File: src/rtl/gpn_pkg.sv
// Shared types, constants and helpers of the grid partition neighbor generator.
`default_nettype none

package gpn_pkg;

  localparam int NumAxes  = 3;
  localparam int AxisX    = 0;
  localparam int AxisY    = 1;
  localparam int AxisZ    = 2;

  localparam int PartW    = 5;   // partition count and internal coordinate
  localparam int CoordW   = 4;   // coordinate as reported
  localparam int RankW    = 12;
  localparam int SizeW    = 16;
  localparam int EndW     = 17;
  localparam int TermW    = 10;  // y + py*z partial rank
  localparam int CfgIdxW  = 3;
  localparam int CfgDataW = 16;

  // configuration register indexes
  typedef enum logic [CfgIdxW-1:0] {
    RegGlobalSizeX = 3'd0,
    RegGlobalSizeY = 3'd1,
    RegGlobalSizeZ = 3'd2,
    RegPartsX      = 3'd3,
    RegPartsY      = 3'd4,
    RegPartsZ      = 3'd5
  } cfg_reg_e;

  // configuration view shared by front and back
  typedef struct packed {
    logic [NumAxes-1:0][PartW-1:0] parts;  // effective (clamped) counts
    logic [NumAxes-1:0][SizeW-1:0] lsize;  // cells per partition
    logic                          busy;   // local sizes being recomputed
  } cfg_t;

  // decoded rank handed from front to back
  typedef struct packed {
    logic                          err;
    logic [NumAxes-1:0][PartW-1:0] coord;
  } mid_t;

  // one result item
  typedef struct packed {
    logic                          rank_error;
    logic [NumAxes-1:0][CoordW-1:0] part;
    logic [RankW-1:0]              rank;
    logic [NumAxes-1:0][SizeW-1:0] first;
    logic [NumAxes-1:0][EndW-1:0]  lastcell;
    logic                          last;
  } res_t;

  // a count of zero acts as one, a count above the limit as the limit
  function automatic logic [PartW-1:0] clamp_parts(input logic [PartW-1:0] p,
                                                   input logic [PartW-1:0] lim);
    logic [PartW-1:0] r;
    r = p;
    if (r == '0) begin
      r = PartW'(1);
    end
    if (r > lim) begin
      r = lim;
    end
    return r;
  endfunction

endpackage

`default_nettype wire

File: src/rtl/gpn_div.sv
// Restoring divider by a small count, one quotient bit per cycle.
`default_nettype none

module gpn_div #(
  parameter int DW = 12
) (
  input  logic                      clk_i,
  input  logic                      rst_ni,
  input  logic                      start_i,
  input  logic [DW-1:0]             dividend_i,
  input  logic [gpn_pkg::PartW-1:0] divisor_i,
  output logic                      done_o,
  output logic [DW-1:0]             quot_o,
  output logic [gpn_pkg::PartW-1:0] rem_o
);

  localparam int PW   = gpn_pkg::PartW;
  localparam int CntW = $clog2(DW + 1);

  logic [DW-1:0]   q_q, q_d;
  logic [PW-1:0]   r_q, r_d;
  logic [PW-1:0]   dvs_q, dvs_d;
  logic [CntW-1:0] cnt_q, cnt_d;
  logic            busy_q, busy_d;
  logic            done_q, done_d;
  logic [PW:0]     trial;

  // one shift-subtract step per cycle; start restarts at any time
  always_comb begin
    q_d    = q_q;
    r_d    = r_q;
    dvs_d  = dvs_q;
    cnt_d  = cnt_q;
    busy_d = busy_q;
    done_d = 1'b0;
    trial  = {r_q, q_q[DW-1]};
    if (start_i) begin
      q_d    = dividend_i;
      r_d    = '0;
      dvs_d  = divisor_i;
      cnt_d  = CntW'(DW);
      busy_d = 1'b1;
    end else if (busy_q) begin
      if (trial >= {1'b0, dvs_q}) begin
        r_d = PW'(trial - {1'b0, dvs_q});
        q_d = {q_q[DW-2:0], 1'b1};
      end else begin
        r_d = trial[PW-1:0];
        q_d = {q_q[DW-2:0], 1'b0};
      end
      cnt_d = cnt_q - CntW'(1);
      if (cnt_q == CntW'(1)) begin
        busy_d = 1'b0;
        done_d = 1'b1;
      end
    end
  end

  // control
  always_ff @(posedge clk_i or negedge rst_ni) begin
    if (!rst_ni) begin
      cnt_q  <= '0;
      busy_q <= 1'b0;
      done_q <= 1'b0;
    end else begin
      cnt_q  <= cnt_d;
      busy_q <= busy_d;
      done_q <= done_d;
    end
  end

  // datapath
  always_ff @(posedge clk_i) begin
    q_q   <= q_d;
    r_q   <= r_d;
    dvs_q <= dvs_d;
  end

  assign done_o = done_q;
  assign quot_o = q_q;
  assign rem_o  = r_q;

endmodule

`default_nettype wire

File: src/rtl/gpn_fifo.sv
// Small register queue with full and empty flags.
`default_nettype none

module gpn_fifo #(
  parameter int W     = 8,
  parameter int DEPTH = 2
) (
  input  logic         clk_i,
  input  logic         rst_ni,
  input  logic         push_i,
  input  logic [W-1:0] data_i,
  output logic         full_o,
  input  logic         pop_i,
  output logic [W-1:0] data_o,
  output logic         empty_o
);

  localparam int AW = (DEPTH > 1) ? $clog2(DEPTH) : 1;
  localparam int CW = $clog2(DEPTH + 1);

  logic [W-1:0]  mem_q [DEPTH];
  logic [AW-1:0] wptr_q, rptr_q;
  logic [CW-1:0] cnt_q;
  logic          do_push, do_pop;

  assign full_o  = (cnt_q == CW'(DEPTH));
  assign empty_o = (cnt_q == '0);
  assign do_push = push_i && !full_o;
  assign do_pop  = pop_i && !empty_o;
  assign data_o  = mem_q[rptr_q];

  // pointers and fill count
  always_ff @(posedge clk_i or negedge rst_ni) begin
    if (!rst_ni) begin
      wptr_q <= '0;
      rptr_q <= '0;
      cnt_q  <= '0;
    end else begin
      if (do_push) begin
        wptr_q <= (wptr_q == AW'(DEPTH - 1)) ? '0 : wptr_q + AW'(1);
      end
      if (do_pop) begin
        rptr_q <= (rptr_q == AW'(DEPTH - 1)) ? '0 : rptr_q + AW'(1);
      end
      if (do_push && !do_pop) begin
        cnt_q <= cnt_q + CW'(1);
      end else if (do_pop && !do_push) begin
        cnt_q <= cnt_q - CW'(1);
      end
    end
  end

  // storage
  always_ff @(posedge clk_i) begin
    if (do_push) begin
      mem_q[wptr_q] <= data_i;
    end
  end

endmodule

`default_nettype wire

File: src/rtl/gpn_cfg.sv
// Configuration registers and per-axis local size derivation.
`default_nettype none

module gpn_cfg #(
  parameter int MAX_PARTS_PER_AXIS = 16,
  parameter int COORD_WIDTH        = 16
) (
  input  logic                         clk_i,
  input  logic                         rst_ni,
  input  logic                         cfg_valid_i,
  input  logic [gpn_pkg::CfgIdxW-1:0]  cfg_index_i,
  input  logic [gpn_pkg::CfgDataW-1:0] cfg_data_i,
  output gpn_pkg::cfg_t                cfg_o
);

  localparam int PW       = gpn_pkg::PartW;
  localparam int SW       = gpn_pkg::SizeW;
  localparam int NA       = gpn_pkg::NumAxes;
  localparam int LastAxis = NA - 1;
  localparam logic [PW-1:0] PartsLim =
      (MAX_PARTS_PER_AXIS >= (1 << PW) - 1) ? PW'((1 << PW) - 1) : PW'(MAX_PARTS_PER_AXIS);
  localparam logic [SW-1:0] GsMask =
      (COORD_WIDTH >= SW) ? {SW{1'b1}} : SW'((64'd1 << COORD_WIDTH) - 64'd1);

  logic [SW-1:0] gsize_q [NA];
  logic [PW-1:0] parts_q [NA];
  logic [SW-1:0] lsize_q [NA];
  logic [PW-1:0] eff     [NA];
  logic          kick_q;
  logic          busy_q;
  logic [1:0]    axis_q;
  logic [1:0]    nxt_axis;
  logic          div_start, div_done;
  logic [SW-1:0] div_quot;

  // register writes; any write to a size or count register restarts derivation
  always_ff @(posedge clk_i or negedge rst_ni) begin
    if (!rst_ni) begin
      for (int a = 0; a < NA; a++) begin
        gsize_q[a] <= SW'(1);
        parts_q[a] <= PW'(1);
      end
      kick_q <= 1'b0;
    end else begin
      kick_q <= 1'b0;
      if (cfg_valid_i) begin
        case (cfg_index_i)
          gpn_pkg::RegGlobalSizeX: begin
            gsize_q[gpn_pkg::AxisX] <= cfg_data_i & GsMask;
            kick_q                  <= 1'b1;
          end
          gpn_pkg::RegGlobalSizeY: begin
            gsize_q[gpn_pkg::AxisY] <= cfg_data_i & GsMask;
            kick_q                  <= 1'b1;
          end
          gpn_pkg::RegGlobalSizeZ: begin
            gsize_q[gpn_pkg::AxisZ] <= cfg_data_i & GsMask;
            kick_q                  <= 1'b1;
          end
          gpn_pkg::RegPartsX: begin
            parts_q[gpn_pkg::AxisX] <= cfg_data_i[PW-1:0];
            kick_q                  <= 1'b1;
          end
          gpn_pkg::RegPartsY: begin
            parts_q[gpn_pkg::AxisY] <= cfg_data_i[PW-1:0];
            kick_q                  <= 1'b1;
          end
          gpn_pkg::RegPartsZ: begin
            parts_q[gpn_pkg::AxisZ] <= cfg_data_i[PW-1:0];
            kick_q                  <= 1'b1;
          end
          default: ;
        endcase
      end
    end
  end

  // effective partition counts
  always_comb begin
    for (int a = 0; a < NA; a++) begin
      eff[a] = gpn_pkg::clamp_parts(parts_q[a], PartsLim);
    end
  end

  // axes are divided one after another through a single divider
  assign nxt_axis  = (kick_q || axis_q == 2'(LastAxis)) ? '0 : axis_q + 2'd1;
  assign div_start = kick_q || (busy_q && div_done && axis_q != 2'(LastAxis));

  gpn_div #(
    .DW (SW)
  ) u_div (
    .clk_i      (clk_i),
    .rst_ni     (rst_ni),
    .start_i    (div_start),
    .dividend_i (gsize_q[nxt_axis]),
    .divisor_i  (eff[nxt_axis]),
    .done_o     (div_done),
    .quot_o     (div_quot),
    .rem_o      ()
  );

  // derivation sequencer
  always_ff @(posedge clk_i or negedge rst_ni) begin
    if (!rst_ni) begin
      busy_q <= 1'b0;
      axis_q <= '0;
      for (int a = 0; a < NA; a++) begin
        lsize_q[a] <= SW'(1);
      end
    end else if (kick_q) begin
      busy_q <= 1'b1;
      axis_q <= '0;
    end else if (busy_q && div_done) begin
      lsize_q[axis_q] <= div_quot;
      if (axis_q == 2'(LastAxis)) begin
        busy_q <= 1'b0;
      end else begin
        axis_q <= axis_q + 2'd1;
      end
    end
  end

  // outgoing view
  always_comb begin
    for (int a = 0; a < NA; a++) begin
      cfg_o.parts[a] = eff[a];
      cfg_o.lsize[a] = lsize_q[a];
    end
    cfg_o.busy = busy_q || kick_q;
  end

endmodule

`default_nettype wire

File: src/rtl/gpn_front.sv
// Front end: accepts a rank and decodes it into a partition coordinate.
`default_nettype none

module gpn_front (
  input  logic                      clk_i,
  input  logic                      rst_ni,
  input  logic                      push_i,
  output logic                      full_o,
  input  logic [gpn_pkg::RankW-1:0] rank_in_i,
  input  gpn_pkg::cfg_t             cfg_i,
  input  logic                      mid_full_i,
  output logic                      mid_push_o,
  output gpn_pkg::mid_t             mid_data_o
);

  localparam int PW = gpn_pkg::PartW;
  localparam int RW = gpn_pkg::RankW;

  localparam logic [1:0] FrIdle = 2'd0;
  localparam logic [1:0] FrDivX = 2'd1;
  localparam logic [1:0] FrDivY = 2'd2;
  localparam logic [1:0] FrPush = 2'd3;

  logic [1:0]    state_q, state_d;
  gpn_pkg::mid_t ent_q, ent_d;
  logic          div_start, div_done;
  logic [RW-1:0] div_dvd, div_quot;
  logic [PW-1:0] div_dvs, div_rem;

  // rank mod px gives x; (rank / px) mod py gives y, (rank / px) / py gives z; z >= pz flags a bad rank
  always_comb begin
    state_d    = state_q;
    ent_d      = ent_q;
    div_start  = 1'b0;
    div_dvd    = rank_in_i;
    div_dvs    = cfg_i.parts[gpn_pkg::AxisX];
    mid_push_o = 1'b0;
    case (state_q)
      FrIdle: begin
        if (push_i) begin
          div_start = 1'b1;
          state_d   = FrDivX;
        end
      end
      FrDivX: begin
        if (div_done) begin
          ent_d.coord[gpn_pkg::AxisX] = div_rem;
          div_start = 1'b1;
          div_dvd   = div_quot;
          div_dvs   = cfg_i.parts[gpn_pkg::AxisY];
          state_d   = FrDivY;
        end
      end
      FrDivY: begin
        if (div_done) begin
          ent_d.coord[gpn_pkg::AxisY] = div_rem;
          ent_d.coord[gpn_pkg::AxisZ] = div_quot[PW-1:0];
          ent_d.err = (div_quot >= RW'(cfg_i.parts[gpn_pkg::AxisZ]));
          state_d   = FrPush;
        end
      end
      FrPush: begin
        if (!mid_full_i) begin
          mid_push_o = 1'b1;
          state_d    = FrIdle;
        end
      end
      default: state_d = FrIdle;
    endcase
  end

  gpn_div #(
    .DW (RW)
  ) u_div (
    .clk_i      (clk_i),
    .rst_ni     (rst_ni),
    .start_i    (div_start),
    .dividend_i (div_dvd),
    .divisor_i  (div_dvs),
    .done_o     (div_done),
    .quot_o     (div_quot),
    .rem_o      (div_rem)
  );

  always_ff @(posedge clk_i or negedge rst_ni) begin
    if (!rst_ni) begin
      state_q <= FrIdle;
    end else begin
      state_q <= state_d;
    end
  end

  always_ff @(posedge clk_i) begin
    ent_q <= ent_d;
  end

  assign full_o     = (state_q != FrIdle);
  assign mid_data_o = ent_q;

endmodule

`default_nettype wire

File: src/rtl/gpn_back.sv
// Back end: walks the 26 neighbor offsets and builds result items.
`default_nettype none

module gpn_back (
  input  logic          clk_i,
  input  logic          rst_ni,
  input  gpn_pkg::cfg_t cfg_i,
  input  logic          mid_empty_i,
  input  gpn_pkg::mid_t mid_data_i,
  output logic          mid_pop_o,
  output logic          empty_o,
  input  logic          pop_i,
  output gpn_pkg::res_t res_o
);

  localparam int PW = gpn_pkg::PartW;
  localparam int NA = gpn_pkg::NumAxes;
  localparam int TW = gpn_pkg::TermW;
  localparam int SW = gpn_pkg::SizeW;
  localparam int EW = gpn_pkg::EndW;
  localparam int RW = gpn_pkg::RankW;
  localparam int PrW = PW + SW + 1;   // coord * size with headroom for the end
  localparam int RfW = PW + TW + 1;   // full rank before truncation

  localparam logic [1:0] ScIdle  = 2'd0;
  localparam logic [1:0] ScOwn   = 2'd1;
  localparam logic [1:0] ScScan  = 2'd2;
  localparam logic [1:0] ScFlush = 2'd3;

  typedef struct packed {
    logic                     valid;
    logic                     flush;
    logic                     err;
    logic [NA-1:0][PW-1:0]    c;
    logic [TW-1:0]            t;
  } tok_t;

  logic [1:0]    st_q;
  logic [PW-1:0] own_q [NA];
  logic [1:0]    off_q [NA];
  logic          err_q;
  tok_t          tok, s1_q;
  gpn_pkg::res_t pend_q, calc, push_data;
  logic          pend_valid_q;
  logic          adv, ofifo_full, ofifo_push;
  logic [PW:0]   sum   [NA];
  logic          inb   [NA];
  logic          center;
  logic [RfW-1:0] rank_full;
  logic [PrW-1:0] prod [NA];
  logic [PrW-1:0] endv [NA];

  // the whole back pipeline moves when the output queue has room
  assign adv       = !ofifo_full;
  assign mid_pop_o = (st_q == ScIdle) && !mid_empty_i && !cfg_i.busy;

  // neighbor candidate: own + offset - 1, in bounds when 0 <= v < parts
  always_comb begin
    for (int a = 0; a < NA; a++) begin
      sum[a] = {1'b0, own_q[a]} + (PW + 1)'(off_q[a]);
      inb[a] = (sum[a] != '0) && (sum[a] <= {1'b0, cfg_i.parts[a]});
    end
    center = (off_q[0] == 2'd1) && (off_q[1] == 2'd1) && (off_q[2] == 2'd1);
  end

  // token for the current scan step
  always_comb begin
    tok = '0;
    case (st_q)
      ScOwn: begin
        tok.valid = 1'b1;
        tok.err   = err_q;
        for (int a = 0; a < NA; a++) begin
          tok.c[a] = own_q[a];
        end
      end
      ScScan: begin
        tok.valid = inb[0] && inb[1] && inb[2] && !center;
        for (int a = 0; a < NA; a++) begin
          tok.c[a] = PW'(sum[a] - (PW + 1)'(1));
        end
      end
      ScFlush: tok.flush = 1'b1;
      default: ;
    endcase
    tok.t = TW'(tok.c[gpn_pkg::AxisY])
          + TW'(cfg_i.parts[gpn_pkg::AxisY]) * TW'(tok.c[gpn_pkg::AxisZ]);
  end

  // scan sequencer: own partition, then offsets x outer, z inner, then flush; a bad rank skips the scan
  always_ff @(posedge clk_i or negedge rst_ni) begin
    if (!rst_ni) begin
      st_q  <= ScIdle;
      err_q <= 1'b0;
      for (int a = 0; a < NA; a++) begin
        own_q[a] <= '0;
        off_q[a] <= '0;
      end
    end else begin
      case (st_q)
        ScIdle: begin
          if (mid_pop_o) begin
            st_q  <= ScOwn;
            err_q <= mid_data_i.err;
            for (int a = 0; a < NA; a++) begin
              off_q[a] <= '0;
            end
            if (!mid_data_i.err) begin
              for (int a = 0; a < NA; a++) begin
                own_q[a] <= mid_data_i.coord[a];
              end
            end
          end
        end
        ScOwn: begin
          if (adv) begin
            st_q <= err_q ? ScFlush : ScScan;
          end
        end
        ScScan: begin
          if (adv) begin
            if (off_q[2] != 2'd2) begin
              off_q[2] <= off_q[2] + 2'd1;
            end else begin
              off_q[2] <= '0;
              if (off_q[1] != 2'd2) begin
                off_q[1] <= off_q[1] + 2'd1;
              end else begin
                off_q[1] <= '0;
                if (off_q[0] != 2'd2) begin
                  off_q[0] <= off_q[0] + 2'd1;
                end else begin
                  st_q <= ScFlush;
                end
              end
            end
          end
        end
        ScFlush: begin
          if (adv) begin
            st_q <= ScIdle;
          end
        end
        default: st_q <= ScIdle;
      endcase
    end
  end

  // stage 1 register
  always_ff @(posedge clk_i or negedge rst_ni) begin
    if (!rst_ni) begin
      s1_q <= '0;
    end else if (adv) begin
      s1_q <= tok;
    end
  end

  // stage 2: rank and bounding box
  always_comb begin
    calc      = '0;
    rank_full = RfW'(s1_q.c[gpn_pkg::AxisX])
              + RfW'(cfg_i.parts[gpn_pkg::AxisX]) * RfW'(s1_q.t);
    for (int a = 0; a < NA; a++) begin
      prod[a] = PrW'(s1_q.c[a]) * PrW'(cfg_i.lsize[a]);
      endv[a] = prod[a] + PrW'(cfg_i.lsize[a]) - PrW'(1);
    end
    if (s1_q.err) begin
      calc.rank_error = 1'b1;
    end else begin
      calc.rank = rank_full[RW-1:0];
      for (int a = 0; a < NA; a++) begin
        calc.part[a]     = s1_q.c[a][gpn_pkg::CoordW-1:0];
        calc.first[a]    = prod[a][SW-1:0];
        calc.lastcell[a] = endv[a][EW-1:0];
      end
    end
  end

  // hold one result back so the final one of a run can be marked
  assign ofifo_push = adv && ((s1_q.valid && pend_valid_q) || s1_q.flush);
  always_comb begin
    push_data      = pend_q;
    push_data.last = s1_q.flush;
  end

  always_ff @(posedge clk_i or negedge rst_ni) begin
    if (!rst_ni) begin
      pend_valid_q <= 1'b0;
    end else if (adv) begin
      if (s1_q.valid) begin
        pend_valid_q <= 1'b1;
      end else if (s1_q.flush) begin
        pend_valid_q <= 1'b0;
      end
    end
  end

  always_ff @(posedge clk_i) begin
    if (adv && s1_q.valid) begin
      pend_q <= calc;
    end
  end

  // result queue
  gpn_fifo #(
    .W     ($bits(gpn_pkg::res_t)),
    .DEPTH (2)
  ) u_ofifo (
    .clk_i   (clk_i),
    .rst_ni  (rst_ni),
    .push_i  (ofifo_push),
    .data_i  (push_data),
    .full_o  (ofifo_full),
    .pop_i   (pop_i),
    .data_o  (res_o),
    .empty_o (empty_o)
  );

  // a run always has at least one held result when it closes
  a_flush_has_result: assert property (@(posedge clk_i) disable iff (!rst_ni)
    (adv && s1_q.flush) |-> pend_valid_q)
    else $error("flush with no held result");

  // neighbor coordinates stay inside the partition grid
  a_token_in_grid: assert property (@(posedge clk_i) disable iff (!rst_ni)
    (s1_q.valid && !s1_q.err) |->
      (s1_q.c[0] < cfg_i.parts[0] && s1_q.c[1] < cfg_i.parts[1] &&
       s1_q.c[2] < cfg_i.parts[2]))
    else $error("candidate outside the grid");

  // a bad rank is followed directly by the end of its run
  a_err_then_flush: assert property (@(posedge clk_i) disable iff (!rst_ni)
    (adv && s1_q.valid && s1_q.err) |=> s1_q.flush)
    else $error("error result not closed at once");

  // an error result is always the last of its run
  a_err_is_last: assert property (@(posedge clk_i) disable iff (!rst_ni)
    (ofifo_push && push_data.rank_error) |-> push_data.last)
    else $error("error result not marked last");

endmodule

`default_nettype wire

File: src/rtl/grid_partition_neighbor_generator_core.sv
// Decode: the front divides each rank twice through one divider (two 12-step divisions);
//   the first result of a rank is held back until the next result or the end of its run.
// Scan: the back end's 27-step offset scan issues at most one result per cycle while the
//   output queue has room; the front decodes the next rank meanwhile.
// Reset: all queues empty, registers at 1, local sizes at 1; after a register write the
//   local sizes are derived anew, axis by axis, before the back end starts a run.
`default_nettype none

module grid_partition_neighbor_generator_core #(
  parameter int MAX_PARTS_PER_AXIS = 16,
  parameter int COORD_WIDTH        = 16
) (
  input  logic                         clk_i,
  input  logic                         rst_ni,
  // configuration
  input  logic                         cfg_valid_i,
  output logic                         cfg_ready_o,
  input  logic [gpn_pkg::CfgIdxW-1:0]  cfg_index_i,
  input  logic [gpn_pkg::CfgDataW-1:0] cfg_data_i,
  // input queue side
  input  logic                         push,
  output logic                         full,
  input  logic [11:0]                  rank_in_i,
  // result queue side
  output logic                         empty,
  input  logic                         pop,
  output logic                         rank_error_o,
  output logic [3:0]                   part_x_o,
  output logic [3:0]                   part_y_o,
  output logic [3:0]                   part_z_o,
  output logic [11:0]                  part_rank_o,
  output logic [15:0]                  start_x_o,
  output logic [15:0]                  start_y_o,
  output logic [15:0]                  start_z_o,
  output logic signed [16:0]           end_x_o,
  output logic signed [16:0]           end_y_o,
  output logic signed [16:0]           end_z_o,
  output logic                         last_o
);

  gpn_pkg::cfg_t cfg;
  gpn_pkg::mid_t mid_in, mid_out;
  gpn_pkg::res_t res;
  logic          mid_push, mid_full, mid_pop, mid_empty;

  assign cfg_ready_o = 1'b1;

  gpn_cfg #(
    .MAX_PARTS_PER_AXIS (MAX_PARTS_PER_AXIS),
    .COORD_WIDTH        (COORD_WIDTH)
  ) u_cfg (
    .clk_i       (clk_i),
    .rst_ni      (rst_ni),
    .cfg_valid_i (cfg_valid_i),
    .cfg_index_i (cfg_index_i),
    .cfg_data_i  (cfg_data_i),
    .cfg_o       (cfg)
  );

  gpn_front u_front (
    .clk_i      (clk_i),
    .rst_ni     (rst_ni),
    .push_i     (push),
    .full_o     (full),
    .rank_in_i  (rank_in_i),
    .cfg_i      (cfg),
    .mid_full_i (mid_full),
    .mid_push_o (mid_push),
    .mid_data_o (mid_in)
  );

  // decoupling queue between decode and scan
  gpn_fifo #(
    .W     ($bits(gpn_pkg::mid_t)),
    .DEPTH (2)
  ) u_mid_fifo (
    .clk_i   (clk_i),
    .rst_ni  (rst_ni),
    .push_i  (mid_push),
    .data_i  (mid_in),
    .full_o  (mid_full),
    .pop_i   (mid_pop),
    .data_o  (mid_out),
    .empty_o (mid_empty)
  );

  gpn_back u_back (
    .clk_i       (clk_i),
    .rst_ni      (rst_ni),
    .cfg_i       (cfg),
    .mid_empty_i (mid_empty),
    .mid_data_i  (mid_out),
    .mid_pop_o   (mid_pop),
    .empty_o     (empty),
    .pop_i       (pop),
    .res_o       (res)
  );

  // result fields
  assign rank_error_o = res.rank_error;
  assign part_x_o     = res.part[gpn_pkg::AxisX];
  assign part_y_o     = res.part[gpn_pkg::AxisY];
  assign part_z_o     = res.part[gpn_pkg::AxisZ];
  assign part_rank_o  = res.rank;
  assign start_x_o    = res.first[gpn_pkg::AxisX];
  assign start_y_o    = res.first[gpn_pkg::AxisY];
  assign start_z_o    = res.first[gpn_pkg::AxisZ];
  assign end_x_o      = res.lastcell[gpn_pkg::AxisX];
  assign end_y_o      = res.lastcell[gpn_pkg::AxisY];
  assign end_z_o      = res.lastcell[gpn_pkg::AxisZ];
  assign last_o       = res.last;

endmodule

`default_nettype wire

File: config.mk
export PLATFORM = sky130hd
export DESIGN_NAME = grid_partition_neighbor_generator_core
export DESIGN_NICKNAME = d
export VERILOG_FILES = /design/src/rtl/gpn_pkg.sv /design/src/rtl/gpn_div.sv /design/src/rtl/gpn_fifo.sv /design/src/rtl/gpn_cfg.sv /design/src/rtl/gpn_front.sv /design/src/rtl/gpn_back.sv /design/src/rtl/grid_partition_neighbor_generator_core.sv
export SDC_FILE = /design/constraint.sdc
export NUM_CORES = 1
export LEC_CHECK = 0
export BUFFER_PORTS_ARGS = -buffer_cell sky130_fd_sc_hd__buf_2
export CORE_MARGIN = 5
export CORE_UTILIZATION = 55
export DETAILED_ROUTE_END_ITERATION = 16
export PLACE_DENSITY = 0.69
export SLEW_MARGIN = 20
export SYNTH_ARGS = -nofsm -noshare
export SYNTH_HDL_FRONTEND = slang
export SYNTH_SLANG_ARGS = --single-unit
File: constraint.sdc
create_clock -name clk_i -period 25.8 [get_ports clk_i]
set_input_delay 7.74 -clock clk_i [delete_from_list [all_inputs] [get_ports clk_i]]
set_output_delay 7.74 -clock clk_i [all_outputs]
set_load 0.1 [all_outputs]
==> results.cfg, run 1 <==
[status]
status = finished clean

[route]
drtIter0Drc = 1659
routed_wl_um = 82200
route.detailed.drc = 0
wl_per_cell_um = 18.7
firstDrtPassIters = 5
vias_per_cell = 5.43
ant_nets = 0
via_count = 23900

[placed_design]
port_buffers = 162
post-dp-hpwl_um = 60600
dpl.cell_count = 4276
gp_congestion = 0.890
placed_cell_area_um2 = 40000

[critical_path]
crit_buf_inv = 2
endpoint_kind = output port
path_class = reg -> out
slowest_stage = dfrtp_4
r2r_slack_ns = 19.12
setup.worst_path.start_class = flip-flop
cp_top_family = buffers and inverters
path_cells = buf_4 > mux2_2 > buf_2
r2r-start = u_back.s1_q[12]$_DFFE_PN0N_
timing.rr.end = u_back.pend_q[15]$_SDFFCE_PP0P_
crit_fanout = 77
reg2reg_depth = 25
worstPathArrival_ns = 3.21
required_ns = 18.06
cp_slowest_stage_delay_ns = 0.92
critPathLaunch = u_back.u_ofifo.rptr_q$_DFFE_PN0P_

[floorplan]
start_util_pct = 55.5
fp.dieW_um = 273
core_um2 = 68700
die-area_um2 = 74700
rows = 96
die_h_um = 273
io_pins = 164

[finish]
final_cells = 4406
design_area_um2 = 42200
antennaDiodeCount = 0
syn_to_final_growth_pct = 10.7
drive_above_1_share_pct = 16.8
num-nets-final = 3863

[pwr]
leakage_nw = 18.2
ir_drop_mv = 0.137
power_density_nw_per_um2 = 118

[global_route]
grt_pass1_vias = 24600
grt_max_degree = 79
grt_util_all_layers_pct = 22.1
grt_first_pass_wirelength_um = 132000
grt_overflow = 0
antenna_found_initial = 5

[timing]
max-slew-margin-rel_pct = 22.2
timing_worst_slew_pin_value_ns = 1.16
skew_ns = 0.0258
rsz0062_at_grt = no
fin_crit_sh_pct = 42.4
fin_setup_tns_ns = 0
timing.hold.ws_ns = 0.434
fmax_mhz = 91.3
min_period_ns = 10.95
hold_violations = 0
drv_slew = 0
setup_viol = 0

[cts]
clock_path_buffers = 3
clock_latency_ns = 0.62
clkTransAtPathRegs_ns = 0.06
postCtsHoldBufs = 0
cts_tree = yes
numCtsBuffers = 71
post_cts_resized = 0
postCtsSetupRepairBufs = 0
h-tree-depth = 3
clock_sinks = 661
clockRootBuffer = clkbuf_16

[run]
cap_violations = 0

[min_path]
worst_hold_startpoint = u_back.pend_q[1]$_SDFFCE_PP0P_
hold_depth = 0
hold_end = u_back.u_ofifo.mem_q[0][1]$_DFFE_PP_
hold_path.class = reg -> reg

[yosys]
synth_top_area_share_pct = 36.2
yosys-top-cells-count = edfxtp_1, inv_1, mux2_2, nand2_1, ha_1
ys_types = 86
yosysWarnings = 0
synth_nets = 3701
ys_top_cells_by_area = edfxtp_1, dfrtp_1, fa_1
synth_seq_area_share_pct = 49.3
ys_ff_latch = 661
ys.flop_type = edfxtp_1
synth_top_area_cell = edfxtp_1
synth-edff-count = 460
synthCells = 3256
avgSynthCellArea_um2 = 11.7
synth_most_common_cell = edfxtp_1
syn-cell-area_um2 = 38100
synthArstFlopShare_pct = 28.9
==> flip-flops by register name, summed over array words and instances, names as in the netlist, 4 cells and up <==
register              count
u_front.mid_data_o       16
u_cfg.gsize_q            48
u_cfg.u_div.rem_o         5
u_front.u_div.quot_o     12
u_cfg.parts_q            15
u_cfg.u_div.cnt_q         5
u_front.u_div.cnt_q       4
u_back.u_ofifo.mem_q    250
u_cfg.u_div.quot_o       16
u_front.u_div.rem_o       5
u_front.u_div.dvs_q       5
u_mid_fifo.mem_q         32
u_back.own_q             15
u_back.off_q              6
u_cfg.u_div.dvs_q         5
u_back.pend_q           124
u_back.s1_q              27
u_cfg.cfg_o              48
==> layout make-up <==
class | instances | area, um2
clock buffers | 89 | 1870
clock inverters | 41 | 382
fillers | 5522 | 26500
inverters | 432 | 1620
multi-input cells | 2067 | 17400
flip-flops and latches | 661 | 18800
well taps | 931 | 1160
repair buffers | 185 | 992
==> worst max-delay path by stage <==
stage | end | depth (start not counted)
final | start_x_o[10] | 3
after global routing | end_x_o[13] | 3
after CTS | end_x_o[7] | 3
after detailed placement | end_x_o[7] | 3
after global placement | end_x_o[12] | 3
after floorplan | u_back.u_ofifo.mem_q[0][0]$_DFFE_PP_ | 4
==> metal layers <==
metal / vias to the layer above / global-route usage, % / part of all wire (%)
met2: 679 / 35.0 / 45
met3: 135 / 4.20 / 6.9
met5: - / 0 / 0
li1: 11400 / - / -
met4: 0 / 6.88 / 2.9
met1: 11700 / 31.5 / 45
==> worst reg2reg max path, stage by stage, from the launching register on <==
cell      delay, ns
dfrtp_1        0.50
inv_1          0.51
nor2_1         0.16
fa_1           0.51
fa_1           0.50
inv_1          0.05
fa_1           0.47
inv_1          0.04
ha_1           0.33
o21a_1         0.20
o31a_1         0.11
o21ai_1        0.32
a21boi_0       0.16
o21ai_0        0.24
nor3b_1        0.30
or2_1          0.16
ha_1           0.13
inv_1          0.04
ha_1           0.35
a21oi_1        0.21
nand2_1        0.08
a21o_1         0.18
inv_1          0.10
a211oi_1       0.07
o21ai_0        0.16
nor3b_1        0.51
==> through the flow <==
step	total power [mW]	setup WS, ns	util, %
floorplan	3.50	15.54	-
global placement	3.96	15.59	58.2
detailed placement	4.02	15.47	58.2
CTS	5.03	14.80	61.5
global route	5.27	14.70	61.5
finish	4.99	14.85	61.5
==> cells in the final DEF, fill, tap and decap left out, types with 15 or more instances in the layout <==
cell type / instances
edfxtp_1: 460
inv_1: 431
mux2_2: 252
nand2_1: 249
ha_1: 246
nor2_1: 238
dfrtp_1: 180
fa_1: 163
buf_2: 161
and2_1: 136
o21ai_0: 116
xnor2_1: 74
clkbuf_16: 71
a21oi_1: 70
xor2_1: 54
nor2b_1: 53
mux2i_1: 49
nor3_1: 39
a21o_1: 36
o21a_1: 30
nand2b_1: 25
nand3_1: 25
buf_4: 23
a31oi_1: 21
a211oi_1: 16
clkbuf_1: 15
==> report_power, final <==
group	internal, mW	total, mW	switching (mW)
logic	0.647	2.21	1.56
clock network	0.562	0.984	0.421
registers	1.56	1.80	0.239
==> cells by family after synthesis <==
| kind of cell | synth area share, % |
|---|---|
| and+or+nand+nor | 10.5 |
| DFF | 49.3 |
| buffers and inverters | 5.22 |
| adders and majority gates | 16.6 |
| AOI/OAI and AO/OA | 6.50 |
| muxes | 8.79 |
| xor gates and xnor gates | 3.10 |
| other | 0.00983 |
Power figures use the tool's default switching activity.
==> run 2: changes to the inputs <==
- PLACE_DENSITY: 0.69 -> 0.72
- clock period: 25.8 -> 9.6 ns (I/O delays scaled with it)
==> run 2 against run 1 <==
Against the previous run:
- power rose to 2.7 times the previous value
- sequential share of layout area fell by 0.21 points
- critical endpoint is now u_back.pend_q[17]$_SDFFCE_PP0P_
- utilization rose by 0.29 points
==> results.cfg, run 2 (same netlist as run 1, synthesis figures left out) <==
[finish]
regMostFlops = u_back.u_ofifo.mem_q
multi_input_area_um2 = 17400
largest_register_ffs = 250
syn_to_final_growth_pct = 11.2
antennaDiodeCount = 0
seq_area_um2 = 18800
design_area_um2 = 42400
mostFrequentLayoutCells = edfxtp_1, inv_1, mux2_2, nand2_1, ha_1
final_common_cell = edfxtp_1
num-nets-final = 3862
fillers = 5444
drive_above_1_share_pct = 16.7
top_regs = u_back.u_ofifo.mem_q x250, u_back.pend_q x124

[route]
ant_nets = 0
firstDrtPassIters = 5
wl_per_cell_um = 19.0
route.detailed.drc = 0
via_count = 24000
routed_wl_um = 83500
vias_per_cell = 5.45
drtIter0Drc = 1618

[cts]
h-tree-depth = 3
clock_path_buffers = 3
clock_sinks = 661
clockRootBuffer = clkbuf_16
cts_tree = yes
post_cts_resized = 0
numCtsBuffers = 70
clkTransAtPathRegs_ns = 0.06
clock_latency_ns = 0.62
postCtsSetupRepairBufs = 0
postCtsHoldBufs = 0

[critical_path]
cp-endpoint = u_back.pend_q[17]$_SDFFCE_PP0P_
reg2reg_depth = 25
cp_top_family = adder cells
r2r_slack_ns = 3.30
path_depth = 25
r2r-start = u_back.s1_q[12]$_DFFE_PN0N_
setup.worst_path.start_class = flip-flop
required_ns = 9.96
endpoint_kind = flip-flop
path_common_cell = inv_1
path_class = reg -> reg
cp_slowest_stage_delay_ns = 0.51
worstPathArrival_ns = 6.66
crit_fanout = 12
slowest_stage = fa_1
timing.rr.end = u_back.pend_q[17]$_SDFFCE_PP0P_
crit_buf_inv = 5
critPathLaunch = u_back.s1_q[12]$_DFFE_PN0N_

[timing]
min_period_ns = 6.30
setup_viol = 0
skew_ns = 0.0225
drv_slew = 0
fmax_mhz = 159
hold_violations = 0
fin_setup_tns_ns = 0
max-slew-margin-rel_pct = 30.3
timing_worst_slew_pin_value_ns = 1.04
rsz0062_at_grt = no
fin_crit_sh_pct = 65.6

[pwr]
switching_share_pct = 43.8
comb_power_share_pct = 44.2
power_density_nw_per_um2 = 321
p_int_mw = 7.66
seqPwrFrac_pct = 35.0
ir_drop_mv = 0.302
power.switching_mw = 5.98
leakage_nw = 18.2
power_frac_clock_pct = 20.8

[global_route]
grt_util_all_layers_pct = 22.7
antenna_found_initial = 5
gr-max-usage-layer = met2
use_met3_pct = 4.26
grt_pass1_vias = 24900
grt_first_pass_wirelength_um = 135000
grt_max_degree = 115
use_met2_pct = 36.4
grt_overflow = 0
gr-usage-met1_pct = 31.5

[floorplan]
fp.dieW_um = 273
die_h_um = 273
rows = 96
io_pins = 164
start_util_pct = 55.5
core_um2 = 68700
die-area_um2 = 74700

[min_path]
hold_path.class = reg -> reg
worst_hold_startpoint = u_back.pend_q[81]$_SDFFCE_PP0P_
hold_depth = 0

[placed_design]
placed_cell_area_um2 = 40000
gp_congestion = 0.896
port_buffers = 162
post-dp-hpwl_um = 60900

[status]
status = finished clean

[run]
cap_violations = 0
-- run 2: metrics by stage --
stage	total power, mW	hold slack [ns]	utilization (%)	setup slack [ns]	cells
2_1_floorplan	9.39	0.421	-	3.27	3256
3_3_place_gp	10.7	0.424	58.2	3.43	4276
3_5_place_dp	10.8	0.430	58.2	3.37	4276
4_1_cts	13.7	0.433	61.7	3.35	4405
5_1_grt	14.4	0.450	61.7	2.82	4405
6_report	13.6	0.433	61.7	3.30	4405
-- run 2: power groups by stage --
stage          Clock [mW]  Sequential [mW]  Combinational [mW]
2_1_floorplan           0             4.55                4.84
3_3_place_gp            0             4.76                5.91
3_5_place_dp            0             4.82                6.02
4_1_cts              2.90             4.76                6.07
5_1_grt              3.02             4.86                6.52
6_report             2.84             4.77                6.03
-- run 2: worst min path at each step --
stage / endpoint / slack, ns
CTS: u_back.u_ofifo.mem_q[0][81]$_DFFE_PP_ / 0.43
finish: u_back.u_ofifo.mem_q[0][81]$_DFFE_PP_ / 0.43
floorplan: u_back.u_ofifo.mem_q[0][100]$_DFFE_PP_ / 0.42
global placement: u_back.u_ofifo.mem_q[0][111]$_DFFE_PP_ / 0.42
global route: u_back.u_ofifo.mem_q[1][111]$_DFFE_PP_ / 0.45
detailed placement: u_back.u_ofifo.mem_q[0][7]$_DFFE_PP_ / 0.43
-- run 2: area by class of cell --
type / count / share of cell area [%]
clock inverters: 33 / 1.25
repair buffers: 185 / 2.40
flip-flops and latches: 661 / 44.3
multi-input cells: 2067 / 41.0
clock buffers: 96 / 4.46
inverters: 432 / 3.82
well taps: 931 / 2.75
-- run 2: worst register-to-register path: stages, from the launching register on --
cell      delay (ns)
dfrtp_1         0.43
inv_1           0.44
nor2_1          0.15
fa_1            0.51
fa_1            0.50
inv_1           0.05
fa_1            0.48
inv_1           0.04
ha_1            0.33
o21a_1          0.20
o31a_1          0.11
o21ai_1         0.29
a21boi_0        0.14
o21ai_0         0.20
nor3b_1         0.27
or2_1           0.14
ha_1            0.13
inv_1           0.04
ha_1            0.35
a21oi_1         0.21
nand2_1         0.07
a21o_1          0.18
inv_1           0.09
a21oi_2         0.04
o311a_1         0.36
mux2_4          0.30
-- run 2: routing by layer --
| metal | wire length, um | vias up | part of all wire [%] |
|---|---|---|---|
| li1 | - | 11400 | - |
| met1 | 37100 | 11900 | 44 |
| met2 | 38900 | 584 | 47 |
| met3 | 4650 | 156 | 5.6 |
| met4 | 2780 | 2 | 3.3 |
| met5 | 17 | - | 0.020 |
==> run 3: changes to the inputs <==
- PLACE_DENSITY: 0.72 -> 0.69
- clock period: 9.6 -> 5.8 ns (I/O delays scaled with it)
==> run 3 against run 2 <==
Against the previous run:
- setup slack worse by 3.1 ns
- non-clock buffer count is 53 higher
- critical path depth is 4 lower
- clock-buffer cell count is 10 lower
- power is 67% higher
- largest cell class unchanged
- largest power group unchanged
- highest routed layer is now met4
==> results.cfg, run 3 (same netlist as run 1, synthesis figures left out) <==
[global_route]
antenna_found_initial = 6
grt_first_pass_wirelength_um = 135000
grt_util_all_layers_pct = 22.6
grt_pass1_vias = 25100
grt_overflow = 0
grt_max_degree = 126

[timing]
fmax_mhz = 178
skew_ns = 0.0222
timing_worst_slew_pin_value_ns = 1.01
min_period_ns = 5.61
setup_viol = 0
max-slew-margin-rel_pct = 32.6
fin_crit_sh_pct = 96.7
fin_setup_tns_ns = 0
fin_ws_ns = 0.189
timing.hold.ws_ns = 0.437
rsz0062_at_grt = yes
drv_slew = 0
hold_violations = 0

[route]
firstDrtPassIters = 6
vias_per_cell = 5.43
via_count = 24200
route.detailed.drc = 0
ant_nets = 0
routed_wl_um = 83800
wl_per_cell_um = 18.8
drtIter0Drc = 1625

[floorplan]
fp.dieW_um = 273
core_um2 = 68700
die_h_um = 273
die-area_um2 = 74700
io_pins = 164
start_util_pct = 55.5
rows = 96

[run]
cap_violations = 0

[finish]
design_area_um2 = 43100
mostFrequentLayoutCells = edfxtp_1, inv_1, mux2_2, nand2_1
final_common_cell = edfxtp_1
num-nets-final = 3914
drive_above_1_share_pct = 20.2
final_util_pct = 62.7
syn_to_final_growth_pct = 12.9
largest_register_ffs = 250
regMostFlops = u_back.u_ofifo.mem_q
top_regs = u_back.u_ofifo.mem_q x250, u_back.pend_q x124

[pwr]
ir_drop_mv = 0.611
switching_share_pct = 44.1
power_frac_clock_pct = 19.7
leakage_nw = 18.5
seqPwrFrac_pct = 34.7
p_int_mw = 12.7
power_density_nw_per_um2 = 527
power.switching_mw = 10.0
comb_power_share_pct = 45.6

[placed_design]
post-dp-hpwl_um = 61400
place_ws_ns = 0.0126
placed_cell_area_um2 = 40300
gp_congestion = 0.894
port_buffers = 162

[critical_path]
crit_fanout = 7
setup.worst_path.start_class = flip-flop
path_class = reg -> reg
endpoint_kind = flip-flop
worstPathArrival_ns = 5.96
required_ns = 6.15

[status]
status = finished clean

[cts]
clock_latency_ns = 0.61
cts_tree = yes
clkTransAtPathRegs_ns = 0.06
postCtsHoldBufs = 0
clockRootBuffer = clkbuf_16
h-tree-depth = 3
clock_path_buffers = 3
numCtsBuffers = 69
clock_sinks = 661

[min_path]
hold_path.class = reg -> reg
## run 3: changes by cell type in the layout (fill, tap and decap cells not counted), sizes merged
cell / delta
clkinvlp: +4
buf: +53
clkbuf: -10
clkinv: +9
bufinv: -6
diode: +2
## run 3: metal layers
| metal | up-vias | GRT usage (%) | wire [um] | share of wire, % |
|---|---|---|---|---|
| met4 | 0 | 7.01 | 2230 | 2.7 |
| met3 | 118 | 3.89 | 4860 | 5.8 |
| li1 | 11500 | - | - | - |
| met1 | 12000 | 31.6 | 37800 | 45 |
| met2 | 593 | 36.7 | 39000 | 46 |
| met5 | - | 0 | 0 | 0 |
## run 3: timing repair
action                                  4_1_cts  5_1_grt
pin swaps                                     1       23
resized for setup                             3       84
setup buffers                                 2       10
endpoints found under the hold margin         0        0
endpoints found under the setup margin        3       14
## run 3: final cells by class
class / instances / area, um2
Multi-Input combinational cell: 2067 / 17700
Timing Repair Buffer: 238 / 1440
Fill cell: 5463 / 25600
Inverter: 432 / 1620
Antenna cell: 2 / 5.00
Clock inverter: 40 / 390
Tap cell: 931 / 1160
Clock buffer: 86 / 1920
Sequential cell: 661 / 18800
## run 3: critical path: stages, from the launching register on
cell      delay, ns
dfrtp_1        0.46
and2_1         0.21
fa_1           0.47
fa_1           0.54
inv_1          0.05
fa_1           0.53
inv_1          0.04
ha_1           0.35
o21a_1         0.17
o31ai_2        0.09
buf_4          0.15
nand2b_1       0.08
a211oi_1       0.07
or2_2          0.30
ha_1           0.28
inv_1          0.04
ha_1           0.32
o21ai_0        0.12
a21oi_1        0.08
o31a_1         0.33
o41ai_2        0.28
mux2_2         0.38
## run 3: power groups by stage
stage               clock [mW]  combinational [mW]  sequential [mW]
global route              4.80                11.1             8.01
global placement             0                10.0             7.86
detailed placement           0                10.2             7.95
finish                    4.48                10.4             7.87
floorplan                    0                8.01             7.51
CTS                       4.59                10.2             7.87
## run 3: metrics by stage
stage	total power, mW	cells
detailed placement	18.1	4317
global route	24.0	4457
CTS	22.7	4445
global placement	17.9	4317
finish	22.7	4457
floorplan	15.5	3256
## run 3: final timing paths
path / depth (start not counted) / to / start / slack, ns
max: 21 / u_back.pend_q[31]$_SDFFCE_PP0P_ / u_cfg.cfg_o[21]$_DFFE_PN0P_ / 0.19
min: 0 / u_back.u_ofifo.mem_q[1][111]$_DFFE_PP_ / u_back.pend_q[111]$_SDFFCE_PP0P_ / 0.44
max reg2reg: 21 / u_back.pend_q[31]$_SDFFCE_PP0P_ / u_cfg.cfg_o[21]$_DFFE_PN0P_ / 0.19
min reg2reg: 0 / u_back.u_ofifo.mem_q[1][111]$_DFFE_PP_ / u_back.pend_q[111]$_SDFFCE_PP0P_ / 0.44
max in group asynchronous: 2 / u_back.off_q[0]$_DFFE_PN0P_ / rst_ni / 3.50
min in group asynchronous: 1 / u_cfg.gsize_q[7]$_DFFE_PN0P_ / rst_ni / 1.20
